## src/rtl/dns_query_frame_builder_defines.svh

```systemverilog
// Assertion macros shared by the DNS query frame builder RTL.
// Expects clk and rst in scope at the point of use.
`ifndef DNS_QUERY_FRAME_BUILDER_DEFINES_SVH
`define DNS_QUERY_FRAME_BUILDER_DEFINES_SVH

// same-cycle implication
`define DQFB_ASSERT_NOW(lbl, ante, cons, msg) \
  lbl: assert property (@(posedge clk) disable iff (rst) (ante) |-> (cons)) else $error(msg);

// next-cycle implication
`define DQFB_ASSERT_NEXT(lbl, ante, cons, msg) \
  lbl: assert property (@(posedge clk) disable iff (rst) (ante) |=> (cons)) else $error(msg);

`endif

```

## src/rtl/dqfb_pkg.sv

```systemverilog
// Package for the DNS query frame builder: constants, header/trailer byte
// selection and the label chain control struct. No dependencies.
package dqfb_pkg;

  localparam int MAX_LABEL_DEF = 32;

  localparam logic [7:0] DOT_CHAR = 8'd46;
  localparam logic [7:0] END_CHAR = 8'd0;

  localparam int          CNT_W     = 4;
  localparam logic [CNT_W-1:0] HDR_LAST  = CNT_W'(11);
  localparam logic [CNT_W-1:0] TAIL_LAST = CNT_W'(4);

  localparam int          CFG_IDX_W = 8;
  localparam logic [CFG_IDX_W-1:0] REG_TID   = CFG_IDX_W'(0);
  localparam logic [CFG_IDX_W-1:0] REG_FLAGS = CFG_IDX_W'(1);
  localparam logic [CFG_IDX_W-1:0] REG_QTYPE = CFG_IDX_W'(2);
  localparam logic [CFG_IDX_W-1:0] REG_QCLASS = CFG_IDX_W'(3);

  localparam logic [15:0] TID_RST    = 16'h1234;
  localparam logic [15:0] FLAGS_RST  = 16'h0100;
  localparam logic [15:0] QTYPE_RST  = 16'h0001;
  localparam logic [15:0] QCLASS_RST = 16'h0001;

  typedef struct packed {
    logic load;
    logic shift;
  } chain_ctrl_t;

  // 12-byte header: id, flags, qdcount = 1, three zero counts
  function automatic logic [7:0] hdr_byte(input logic [CNT_W-1:0] k,
                                          input logic [15:0] tid,
                                          input logic [15:0] flags);
    logic [7:0] b;
    case (k)
      CNT_W'(0): b = tid[15:8];
      CNT_W'(1): b = tid[7:0];
      CNT_W'(2): b = flags[15:8];
      CNT_W'(3): b = flags[7:0];
      CNT_W'(5): b = 8'd1;
      default:   b = 8'd0;
    endcase
    return b;
  endfunction

  // root byte, then type and class
  function automatic logic [7:0] tail_byte(input logic [CNT_W-1:0] k,
                                           input logic [15:0] qtype,
                                           input logic [15:0] qclass);
    logic [7:0] b;
    case (k)
      CNT_W'(1): b = qtype[15:8];
      CNT_W'(2): b = qtype[7:0];
      CNT_W'(3): b = qclass[15:8];
      CNT_W'(4): b = qclass[7:0];
      default:   b = 8'd0;
    endcase
    return b;
  endfunction

endpackage

```

## src/rtl/dqfb_cell.sv

```systemverilog
// One byte cell of the label chain: loads from the broadcast bus when
// addressed, takes its upper neighbour's byte on a shift. Uses dqfb_pkg.
module dqfb_cell
  import dqfb_pkg::*;
#(
  parameter int IdxW = 5,
  parameter int Idx  = 0
) (
  input  logic            clk,
  input  chain_ctrl_t     ctrl,
  input  logic [IdxW-1:0] wr_idx,
  input  logic [7:0]      wr_data,
  input  logic [7:0]      next_data,
  output logic [7:0]      data
);

  always_ff @(posedge clk) begin
    if (ctrl.shift) begin
      data <= next_data;
    end else if (ctrl.load && (wr_idx == IdxW'(Idx))) begin
      data <= wr_data;
    end
  end

endmodule

```

## src/rtl/dqfb_chain.sv

```systemverilog
// Row of dqfb_cell holding the current label; drains towards cell 0.
// Uses dqfb_pkg and dqfb_cell.
module dqfb_chain
  import dqfb_pkg::*;
#(
  parameter int MaxLabel = MAX_LABEL_DEF,
  parameter int IdxW     = 5
) (
  input  logic            clk,
  input  chain_ctrl_t     ctrl,
  input  logic [IdxW-1:0] wr_idx,
  input  logic [7:0]      wr_data,
  output logic [7:0]      head
);

  logic [7:0] link [MaxLabel+1];

  assign link[MaxLabel] = 8'd0;
  assign head = link[0];

  for (genvar i = 0; i < MaxLabel; i++) begin : g_cell
    dqfb_cell #(
      .IdxW (IdxW),
      .Idx  (i)
    ) u_cell (
      .clk       (clk),
      .ctrl      (ctrl),
      .wr_idx    (wr_idx),
      .wr_data   (wr_data),
      .next_data (link[i+1]),
      .data      (link[i])
    );
  end

endmodule

```

## src/rtl/dns_query_frame_builder.sv

```systemverilog
// A host name enters one character per request (dot separates labels, 0 ends
// the name) and leaves as a DNS query message, one byte per request out.
// An ordinary character is parked in the label chain, or dropped and flagged as
// overflow once the chain is full. A dot is accepted, then the length byte
// and the L label bytes are sent. The first character of a message first sends
// the 12-byte header. The end sends the length byte, the L label bytes and the
// five tail bytes. The output register emits one byte per cycle while
// out_ready is high, and a waiting byte is held while out_ready is low.
// Uses dqfb_pkg, dqfb_chain and dns_query_frame_builder_defines.svh.
`include "dns_query_frame_builder_defines.svh"

module dns_query_frame_builder
  import dqfb_pkg::*;
#(
  parameter int MaxLabel = MAX_LABEL_DEF
) (
  input  logic                 clk,
  input  logic                 rst,
  input  logic                 name_valid,
  output logic                 name_ready,
  input  logic [7:0]           name_char,
  output logic                 out_valid,
  input  logic                 out_ready,
  output logic [7:0]           out_byte,
  output logic                 msg_last,
  output logic                 label_overflow,
  input  logic                 cfg_valid,
  output logic                 cfg_ready,
  input  logic [CFG_IDX_W-1:0] cfg_index,
  input  logic [15:0]          cfg_data
);

  localparam int LenW = $clog2(MaxLabel + 1);
  localparam int IdxW = (MaxLabel > 1) ? $clog2(MaxLabel) : 1;

  localparam logic [2:0] S_IDLE  = 3'd0;
  localparam logic [2:0] S_HDR   = 3'd1;
  localparam logic [2:0] S_LEN   = 3'd2;
  localparam logic [2:0] S_DRAIN = 3'd3;
  localparam logic [2:0] S_TAIL  = 3'd4;

  logic [2:0]      state;
  logic [CNT_W-1:0] cnt;
  logic [LenW-1:0] len;
  logic            header_done;
  logic            overflow_seen;
  logic            pend_sep;
  logic            pend_end;
  logic [15:0]     tid, flags, qtype, qclass;

  logic            accept;
  logic            is_dot, is_end;
  logic            emit_valid, emit_last, fire;
  logic [7:0]      emit_byte;
  logic [7:0]      head;
  logic            msg_clear;
  chain_ctrl_t     chain_ctrl;

  assign name_ready = (state == S_IDLE);
  assign cfg_ready  = 1'b1;
  assign accept     = name_valid && name_ready;
  assign is_dot     = (name_char == DOT_CHAR);
  assign is_end     = (name_char == END_CHAR);

  assign chain_ctrl.load  = accept && !is_dot && !is_end && (len < LenW'(MaxLabel));
  assign chain_ctrl.shift = fire && (state == S_DRAIN);

  assign msg_clear = (state == S_IDLE) && !header_done && !overflow_seen && (len == '0);

  dqfb_chain #(
    .MaxLabel (MaxLabel),
    .IdxW     (IdxW)
  ) u_chain (
    .clk     (clk),
    .ctrl    (chain_ctrl),
    .wr_idx  (len[IdxW-1:0]),
    .wr_data (name_char),
    .head    (head)
  );

  always_comb begin
    emit_valid = 1'b1;
    emit_last  = 1'b0;
    emit_byte  = 8'd0;
    case (state)
      S_HDR:   emit_byte = hdr_byte(cnt, tid, flags);
      S_LEN:   emit_byte = 8'(len);
      S_DRAIN: emit_byte = head;
      S_TAIL: begin
        emit_byte = tail_byte(cnt, qtype, qclass);
        emit_last = (cnt == TAIL_LAST);
      end
      default: emit_valid = 1'b0;
    endcase
  end

  assign fire = emit_valid && (!out_valid || out_ready);

  always_ff @(posedge clk) begin
    if (rst) begin
      out_valid <= 1'b0;
    end else if (fire) begin
      out_valid <= 1'b1;
    end else if (out_ready) begin
      out_valid <= 1'b0;
    end
  end

  always_ff @(posedge clk) begin
    if (fire) begin
      out_byte       <= emit_byte;
      msg_last       <= emit_last;
      label_overflow <= overflow_seen;
    end
  end

  always_ff @(posedge clk) begin
    if (rst) begin
      tid    <= TID_RST;
      flags  <= FLAGS_RST;
      qtype  <= QTYPE_RST;
      qclass <= QCLASS_RST;
    end else if (cfg_valid && cfg_ready) begin
      case (cfg_index)
        REG_TID:    tid    <= cfg_data;
        REG_FLAGS:  flags  <= cfg_data;
        REG_QTYPE:  qtype  <= cfg_data;
        REG_QCLASS: qclass <= cfg_data;
        default: ;
      endcase
    end
  end

  always_ff @(posedge clk) begin
    if (rst) begin
      state         <= S_IDLE;
      cnt           <= '0;
      len           <= '0;
      header_done   <= 1'b0;
      overflow_seen <= 1'b0;
      pend_sep      <= 1'b0;
      pend_end      <= 1'b0;
    end else begin
      case (state)
        S_IDLE: begin
          if (accept) begin
            pend_sep <= is_dot || is_end;
            pend_end <= is_end;
            cnt      <= '0;
            if (chain_ctrl.load) begin
              len <= LenW'(len + 1'b1);
            end else if (!is_dot && !is_end) begin
              overflow_seen <= 1'b1;
            end
            if (!header_done) begin
              state <= S_HDR;
            end else if (is_dot || is_end) begin
              state <= S_LEN;
            end
          end
        end
        S_HDR: begin
          if (fire) begin
            cnt <= CNT_W'(cnt + 1'b1);
            if (cnt == HDR_LAST) begin
              header_done <= 1'b1;
              state       <= pend_sep ? S_LEN : S_IDLE;
            end
          end
        end
        S_LEN: begin
          if (fire) begin
            cnt <= '0;
            if (len != '0) begin
              state <= S_DRAIN;
            end else begin
              state <= pend_end ? S_TAIL : S_IDLE;
            end
          end
        end
        S_DRAIN: begin
          if (fire) begin
            len <= LenW'(len - 1'b1);
            if (len == LenW'(1)) begin
              state <= pend_end ? S_TAIL : S_IDLE;
            end
          end
        end
        S_TAIL: begin
          if (fire) begin
            cnt <= CNT_W'(cnt + 1'b1);
            if (cnt == TAIL_LAST) begin
              header_done   <= 1'b0;
              overflow_seen <= 1'b0;
              state         <= S_IDLE;
            end
          end
        end
        default: state <= S_IDLE;
      endcase
    end
  end

  `DQFB_ASSERT_NOW(a_len_bound, 1'b1, len <= LenW'(MaxLabel), "label length beyond chain depth")
  `DQFB_ASSERT_NOW(a_drain_nonempty, state == S_DRAIN, len != '0, "draining an empty label")
  `DQFB_ASSERT_NEXT(a_last_clears, fire && emit_last, msg_clear, "message end left state behind")
  `DQFB_ASSERT_NOW(a_hdr_once, state == S_HDR, !header_done, "header sent twice in one message")

endmodule

```

## config.mk

```make
export PLATFORM = sky130hd
export DESIGN_NAME = dns_query_frame_builder
export DESIGN_NICKNAME = d
export VERILOG_FILES = /design/src/rtl/dqfb_pkg.sv /design/src/rtl/dqfb_cell.sv /design/src/rtl/dqfb_chain.sv /design/src/rtl/dns_query_frame_builder.sv
export VERILOG_INCLUDE_DIRS = /design/src /design/src/rtl
export SDC_FILE = /design/constraint.sdc
export NUM_CORES = 1
export LEC_CHECK = 0
export BUFFER_PORTS_ARGS = -buffer_cell sky130_fd_sc_hd__buf_2
export CELL_PAD_IN_SITES_DETAIL_PLACEMENT = 0
export CELL_PAD_IN_SITES_GLOBAL_PLACEMENT = 1
export CORE_MARGIN = 2
export CORE_UTILIZATION = 46
export DETAILED_ROUTE_END_ITERATION = 7
export GPL_ROUTABILITY_DRIVEN = 0
export PLACE_DENSITY = 0.79
export SKIP_CTS_REPAIR_TIMING = 1
export SLEW_MARGIN = 20
export SYNTH_ARGS = -nofsm -noshare
export SYNTH_HDL_FRONTEND = slang
export SYNTH_SLANG_ARGS = --single-unit
```

## constraint.sdc

```tcl
create_clock -name clk -period 2.5 [get_ports clk]
set_input_delay 0.125 -clock clk [delete_from_list [all_inputs] [get_ports clk]]
set_output_delay 0.125 -clock clk [all_outputs]
set_load 0.01 [all_outputs]
```

==> summary.md, run 1 <==
| Metric | Value |
|---|---|
| Mean post-synth cell area | 13.1 um^2 |
| Number of flops mapped to enable cells by yosys | 258 |
| Clk slew on worst S/H paths | 60 ps |
| TritonCTS clock tree | done |
| Layout area overhead | 16.0% |
| Critical Path RT | between 2000 and 3000 ps |
| DR vias/cell | around 5.7 |
| Yosys top cell area share | 0.526 |
| Arrival time worst endpoint | 2520 ps |
| Endpoint class of the critical path | flip-flop |
| Post-synthesis cell type count | 65 |
| Async SR Flop Fraction | 0 |
| Yosys top cell by area | edfxtp_1 |
| Reg-to-reg slack, setup | roughly 190 ps |
| H-tree depth | 2 |
| Hold Crit Class | input port to flip-flop |
| Crit path kind | flip-flop to flip-flop |
| Max-Cap Viols | 0 |
| Site Rows | 65 |
| Hold Vio Cnt, Final | 0 |
| Slowest-stage cell, CP | or4b_4 |
| Post-synth net total | 1176 |
| Crit path cell chain | or4b_4 -> nor2_8 -> and2_1 -> buf_4 -> nand3b_4 -> o21ai_1 -> buf_4 |
| CORE AREA | 31600 um^2 |
| Worst-path fanout max | 8 |
| Fin crit period | 2310 ps |
| Final period util | 0.924 |
| Final ANT Viol Nets | 0 |
| Chip width | 183 um |
| Initial Util | 0.467 |
| Gate Count Post-Synth | 1128 |
| Mapped Area | ~15000 um^2 |
| Finished Layout Cells | roughly 1600 |
| Fmax | 433 MHz |
| Yosys reg bits | 348 |
| Total GRT Usage | 0.192 |
| Cts bufs inserted | 37 |
| Pwr per Cell Area | 778 nW/um^2 |
| Relative slew slack | 0.293 |
| DRT Pass-1 Iters | 7 |
| Clk_lat worst skew | 530 ps |
| Placed cell count | 1548 |
| Final Max Slew Viols | 0 |
| Antenna violations before repair | 0 |
| DR DRC count | 0 |
| Peak supply drop | ~0.00052 V |
| Worst slew pin tran | 1060 ps |
| Chip height | 183 um |
| DRT iter0 DRCs | 630 |
| Max Buffers Root-to-Sink | 3 |
| RSZ-0062 raised after global routing | no |
| Vias in the first global route | 9365 |
| Pin count of the biggest net entering global routing | between 40 and 50 |
| Die area | 33500 um^2 |
| Fin nets | roughly 1300 |
| Post-DP HPWL | between 15000 and 20000 um |
| Seq/Total Area, Yosys | 0.648 |
| Root Buffer Master | clkbuf_16 |
| WL per Instance | 19.5 um |
| Outcome | completed |
| Max incr delay on CP | about 600 ps |
| Sink Count | 348 |
| Clock skew | around 28 ps |
| Synth top area cells | edfxtp_1, a21o_1, dfxtp_1 |
| Synth Warn # | 0 |
| # diodes | 0 |
| Share of layout cells above drive strength 1 | 0.154 |
| Port bufs | 48 |
| Area after DPL | 15600 um^2 |
| CP top delay family | simple AND/OR/NAND/NOR gates |
| Share of the core filled with cells | 0.541 |
| First-pass GRT wire length | 50700 um |
| LEAKAGE | 7.37 nW |
| Critical Path Start Type | flip-flop |
| Final setup fails | 0 |
| Io pins | 50 |
| Total power | ~0.013 W |
| Total Wirelength | 32000 um |
| Synth Flop Type | edfxtp_1 |
| Commonest cells after routing, fill and taps aside | edfxtp_1, a21o_1, dfxtp_1 |
| Grt ovf | 0 |
| Most common cell after layout, fill and taps aside | edfxtp_1 |
| Via count | 9292 |
| # fillers | 2658 |
| Crit path buf inv count | 2 |
| Finished layout cell area | roughly 17000 um^2 |
| Critical Path Most Common Cell | buf_4 |
-- per-stage QoR --
| step | setup TNS (ps) | worst slack, ps | hold slack [ps] |
|---|---|---|---|
| 2_1_floorplan | 0 | 91.0 | 250 |
| 3_3_place_gp | 0 | 89.4 | 400 |
| 3_5_place_dp | -16.5 | -2.29 | 402 |
| 4_1_cts | -479 | -36.3 | -142 |
| 5_1_grt | 0 | 61.5 | 51.8 |
| 6_report | 0 | 190 | 34.0 |
-- worst min-delay path, stage by stage --
cell	delay (ps)
buf_2	90
nand2b_1	200
a21oi_1	90
-- final cells by class --
cell class              count  area [um^2]  area share
flip-flops and latches    348         9550       0.559
multi-input cells         668         4680       0.274
repair buffers            148         1100      0.0646
clock buffers              46          991      0.0580
well taps                 402          503      0.0294
clock inverters            20          221      0.0130
inverters                   9         33.8     0.00198
-- where the power goes --
part           internal, W  switching, W  total [W]
sequential         0.00638     0.0000707    0.00645
combinational     0.000518      0.000843    0.00136
clock              0.00325       0.00223    0.00548
total               0.0101       0.00315     0.0133
-- sequential cells by signal (all words and copies together) (netlist names) --
signal                      flops
u_chain.g_cell.u_cell.data    256
flags                          16
qclass                         16
qtype                          16
tid                            16
out_byte                        8
len                             6
cnt                             4
state                           3
header_done                     1
label_overflow                  1
msg_last                        1
out_valid                       1
overflow_seen                   1
pend_end                        1
pend_sep                        1
-- cells in the mapped netlist, drive strengths merged (4+ instances only) --
cell	count
nand3	18
and2	10
a221oi	5
nand3b	8
mux2i	75
nor2	80
edfxtp	258
nand2b	6
a21oi	28
inv	9
nor4	6
buf	60
a31oi	4
dfxtp	90
a21o	248
a22oi	7
o221ai	6
o21ai	50
nor3	8
or3	6
ha	11
clkbuf	43
a22o	9
o32ai	5
nand2	36
nor2b	5
-- cells by family after synthesis --
family | Yosys count | share of synthesized area
flip-flops | 348 | 0.648
adder cells (fa/ha/maj) | 11 | 0.00935
buffers and inverters | 112 | 0.0342
XOR/XNOR | 3 | 0.00178
AO/OA/AOI/OAI | 376 | 0.182
multiplexers | 76 | 0.0520
other | 1 | 0.000255
AND/OR/NAND/NOR | 201 | 0.0718
-- final timing paths --
kind / endpoint / start / depth (start not counted)
worst min-delay path: out_valid$_SDFFE_PP0P_ / out_ready / 3
worst max-delay path: u_chain.g_cell[7].u_cell.data[5]$_DFFE_PP_ / state[2]$_SDFFE_PP0P_ / 7
worst min register to register: label_overflow$_DFFE_PP_ / overflow_seen$_SDFFE_PP0P_ / 0
worst max register to register: u_chain.g_cell[7].u_cell.data[5]$_DFFE_PP_ / state[2]$_SDFFE_PP0P_ / 7
-- per-layer routing --
layer / global-route usage / wire length [um] / up-vias
met5: 0 / 0 / -
met4: 0.0576 / 712 / 0
met3: 0.0264 / 1380 / 55
met2: 0.318 / 15600 / 219
met1: 0.264 / 14300 / 4652
li1: - / - / 4366
No activity file was read; power rests on OpenSTA's default activity.
==> inputs of run 2 (changes only) <==
- clock period: 2.5 -> 2 ns (I/O delays scaled with it)
==> run 2 against run 1 <==
Effect of this change:
- the flow now finishes with violations (negative hold slack, negative setup slack)
- setup slack got worse by 300 ps
- combinational power rose by 60%
- cell area rose by 5.4%
- wire length rose by 4.4%
- sequential power rose by 25%
- non-clock buffer count rose by 53
- power rose by 25%
- sequential share of layout area fell by 2.8 points
- critical path depth fell by 1
- highest routed layer unchanged
==> summary.md, run 2 (synthesis gave the netlist of run 1 again) <==
| Metric | Value |
|---|---|
| Fin nets | between 1000 and 1500 |
| CP top delay family | simple AND/OR/NAND/NOR gates |
| Area after DPL | ~16000 um^2 |
| Crit path buf inv count | 1 |
| # diodes | 0 |
| Layout area overhead | 22.3% |
| Endpoint class of the critical path | flip-flop |
| Total Wirelength | 33400 um |
| Relative slew slack | 0.535 |
| Final period util | 1.06 |
| LEAKAGE | ~7.8 nW |
| Clk slew on worst S/H paths | 60 ps |
| Total GRT Usage | 0.200 |
| Port bufs | 48 |
| Crit path cell chain | or4b_4 -> nor2_8 -> and2_4 -> buf_6 -> nand3_4 -> o21ai_4 |
| Die area | 33500 um^2 |
| Hold Crit Class | input port to flip-flop |
| Post-DP HPWL | 21300 um |
| Max incr delay on CP | between 500 and 600 ps |
| Worst-path fanout max | 8 |
| Final Max Slew Viols | 0 |
| Final setup fails | 81 |
| DRT Pass-1 Iters | 5 |
| Setup WS post-layout | -112 ps |
| H-tree depth | 2 |
| Worst slew pin tran | around 700 ps |
| Fmax | 473 MHz |
| Antenna violations before repair | 0 |
| Share of layout cells above drive strength 1 | 0.229 |
| Site Rows | 65 |
| First-pass GRT wire length | 52500 um |
| Finished layout cell area | roughly 18000 um^2 |
| Cts bufs inserted | 37 |
| RSZ-0062 raised after global routing | yes |
| Violated checks | negative hold slack, negative setup slack |
| Hold Vio Cnt, Final | 1 |
| CP Depth | 6 |
| Fin crit period | 2110 ps |
| DRT iter0 DRCs | 660 |
| Peak supply drop | 0.000633 V |
| Chip width | 183 um |
| Clk_lat worst skew | 510 ps |
| Chip height | 183 um |
| Io pins | 50 |
| DR vias/cell | 5.61 |
| CORE AREA | 31600 um^2 |
| Final hold slack | -22.3 ps |
| Reg with most FFs | u_chain.g_cell.u_cell.data |
| Critical Path Start Type | flip-flop |
| Vias in the first global route | roughly 9700 |
| Initial Util | 0.467 |
| Final ANT Viol Nets | 0 |
| Commonest cells after routing, fill and taps aside | edfxtp_1, a21o_1, dfxtp_1 |
| WL per Instance | 19.8 um |
| Most common cell after layout, fill and taps aside | edfxtp_1 |
| Outcome | finished with violations |
| Sink Count | around 350 |
| DR DRC count | 0 |
| Grt ovf | 0 |
| Max-Cap Viols | 0 |
| Root Buffer Master | clkbuf_16 |
| Min-Delay Path Depth | 3 |
| Pin count of the biggest net entering global routing | 81 |
| Max reg flops | roughly 260 |
| TritonCTS clock tree | done |
| Pwr per Cell Area | 925 nW/um^2 |
| Crit path kind | flip-flop to flip-flop |
| Arrival time worst endpoint | 2290 ps |
| Clock skew | 18.1 ps |
| R2r worst-path depth | 6 |
| Total power | around 0.017 W |
| Critical Path RT | 2180 ps |
| Max Buffers Root-to-Sink | 3 |
| Via count | 9489 |
| Slowest-stage cell, CP | or4b_4 |
[run 2: report_power, final]
part	internal, W	leakage [nW]	switching (W)
Combinational	0.000960	4.17	0.00122
Clock	0.00374	0.547	0.00267
Sequential	0.00798	3.06	0.0000945
Total	0.0127	7.77	0.00399
[run 2: final timing paths]
| check | from | endpoint | slack, ps |
|---|---|---|---|
| max | state[1]$_SDFFE_PP0P_ | u_chain.g_cell[14].u_cell.data[1]$_DFFE_PP_ | -110 |
| min | name_char[1] | u_chain.g_cell[31].u_cell.data[1]$_SDFFE_PP0P_ | -20 |
| max reg2reg | state[1]$_SDFFE_PP0P_ | u_chain.g_cell[14].u_cell.data[1]$_DFFE_PP_ | -110 |
| min reg2reg | overflow_seen$_SDFFE_PP0P_ | label_overflow$_DFFE_PP_ | 430 |
[run 2: metrics by stage]
| step | util | std cells | hold slack [ps] | setup slack (ps) | setup TNS [ps] |
|---|---|---|---|---|---|
| 2_1_floorplan | - | 1128 | 225 | -243 | -51850 |
| 6_report | 0.571 | 1692 | -22.3 | -112 | -4720 |
| 4_1_cts | 0.549 | 1656 | -151 | -236 | -36170 |
| 3_5_place_dp | 0.513 | 1592 | 379 | -215 | -32480 |
| 3_3_place_gp | 0.513 | 1592 | 370 | -159 | -21360 |
| 5_1_grt | 0.571 | 1692 | 0.133 | -168 | -10650 |
[run 2: cell type report]
type,instances,area (um^2)
repair buffers,201,1790
inverters,9,33.8
fillers,2557,13500
clock inverters,16,133
flip-flops and latches,348,9560
well taps,402,503
clock buffers,48,987
multi-input cells,668,5000
[run 2: worst reg2reg max path, delay by kind of cell (launching register included)]
kind                   cells  cell delay (ps)
DFF                        1              320
and+or+nand+nor            4             1010
buffers and inverters      1              110
AOI/OAI and AO/OA          1              340
[run 2: routing by layer]
layer | vias up | wire length (um) | GRT usage
met5 | - | 0 | 0
met4 | 0 | 555 | 0.0614
met3 | 41 | 1360 | 0.0298
met2 | 225 | 16700 | 0.336
met1 | 4744 | 14800 | 0.268
li1 | 4479 | - | -
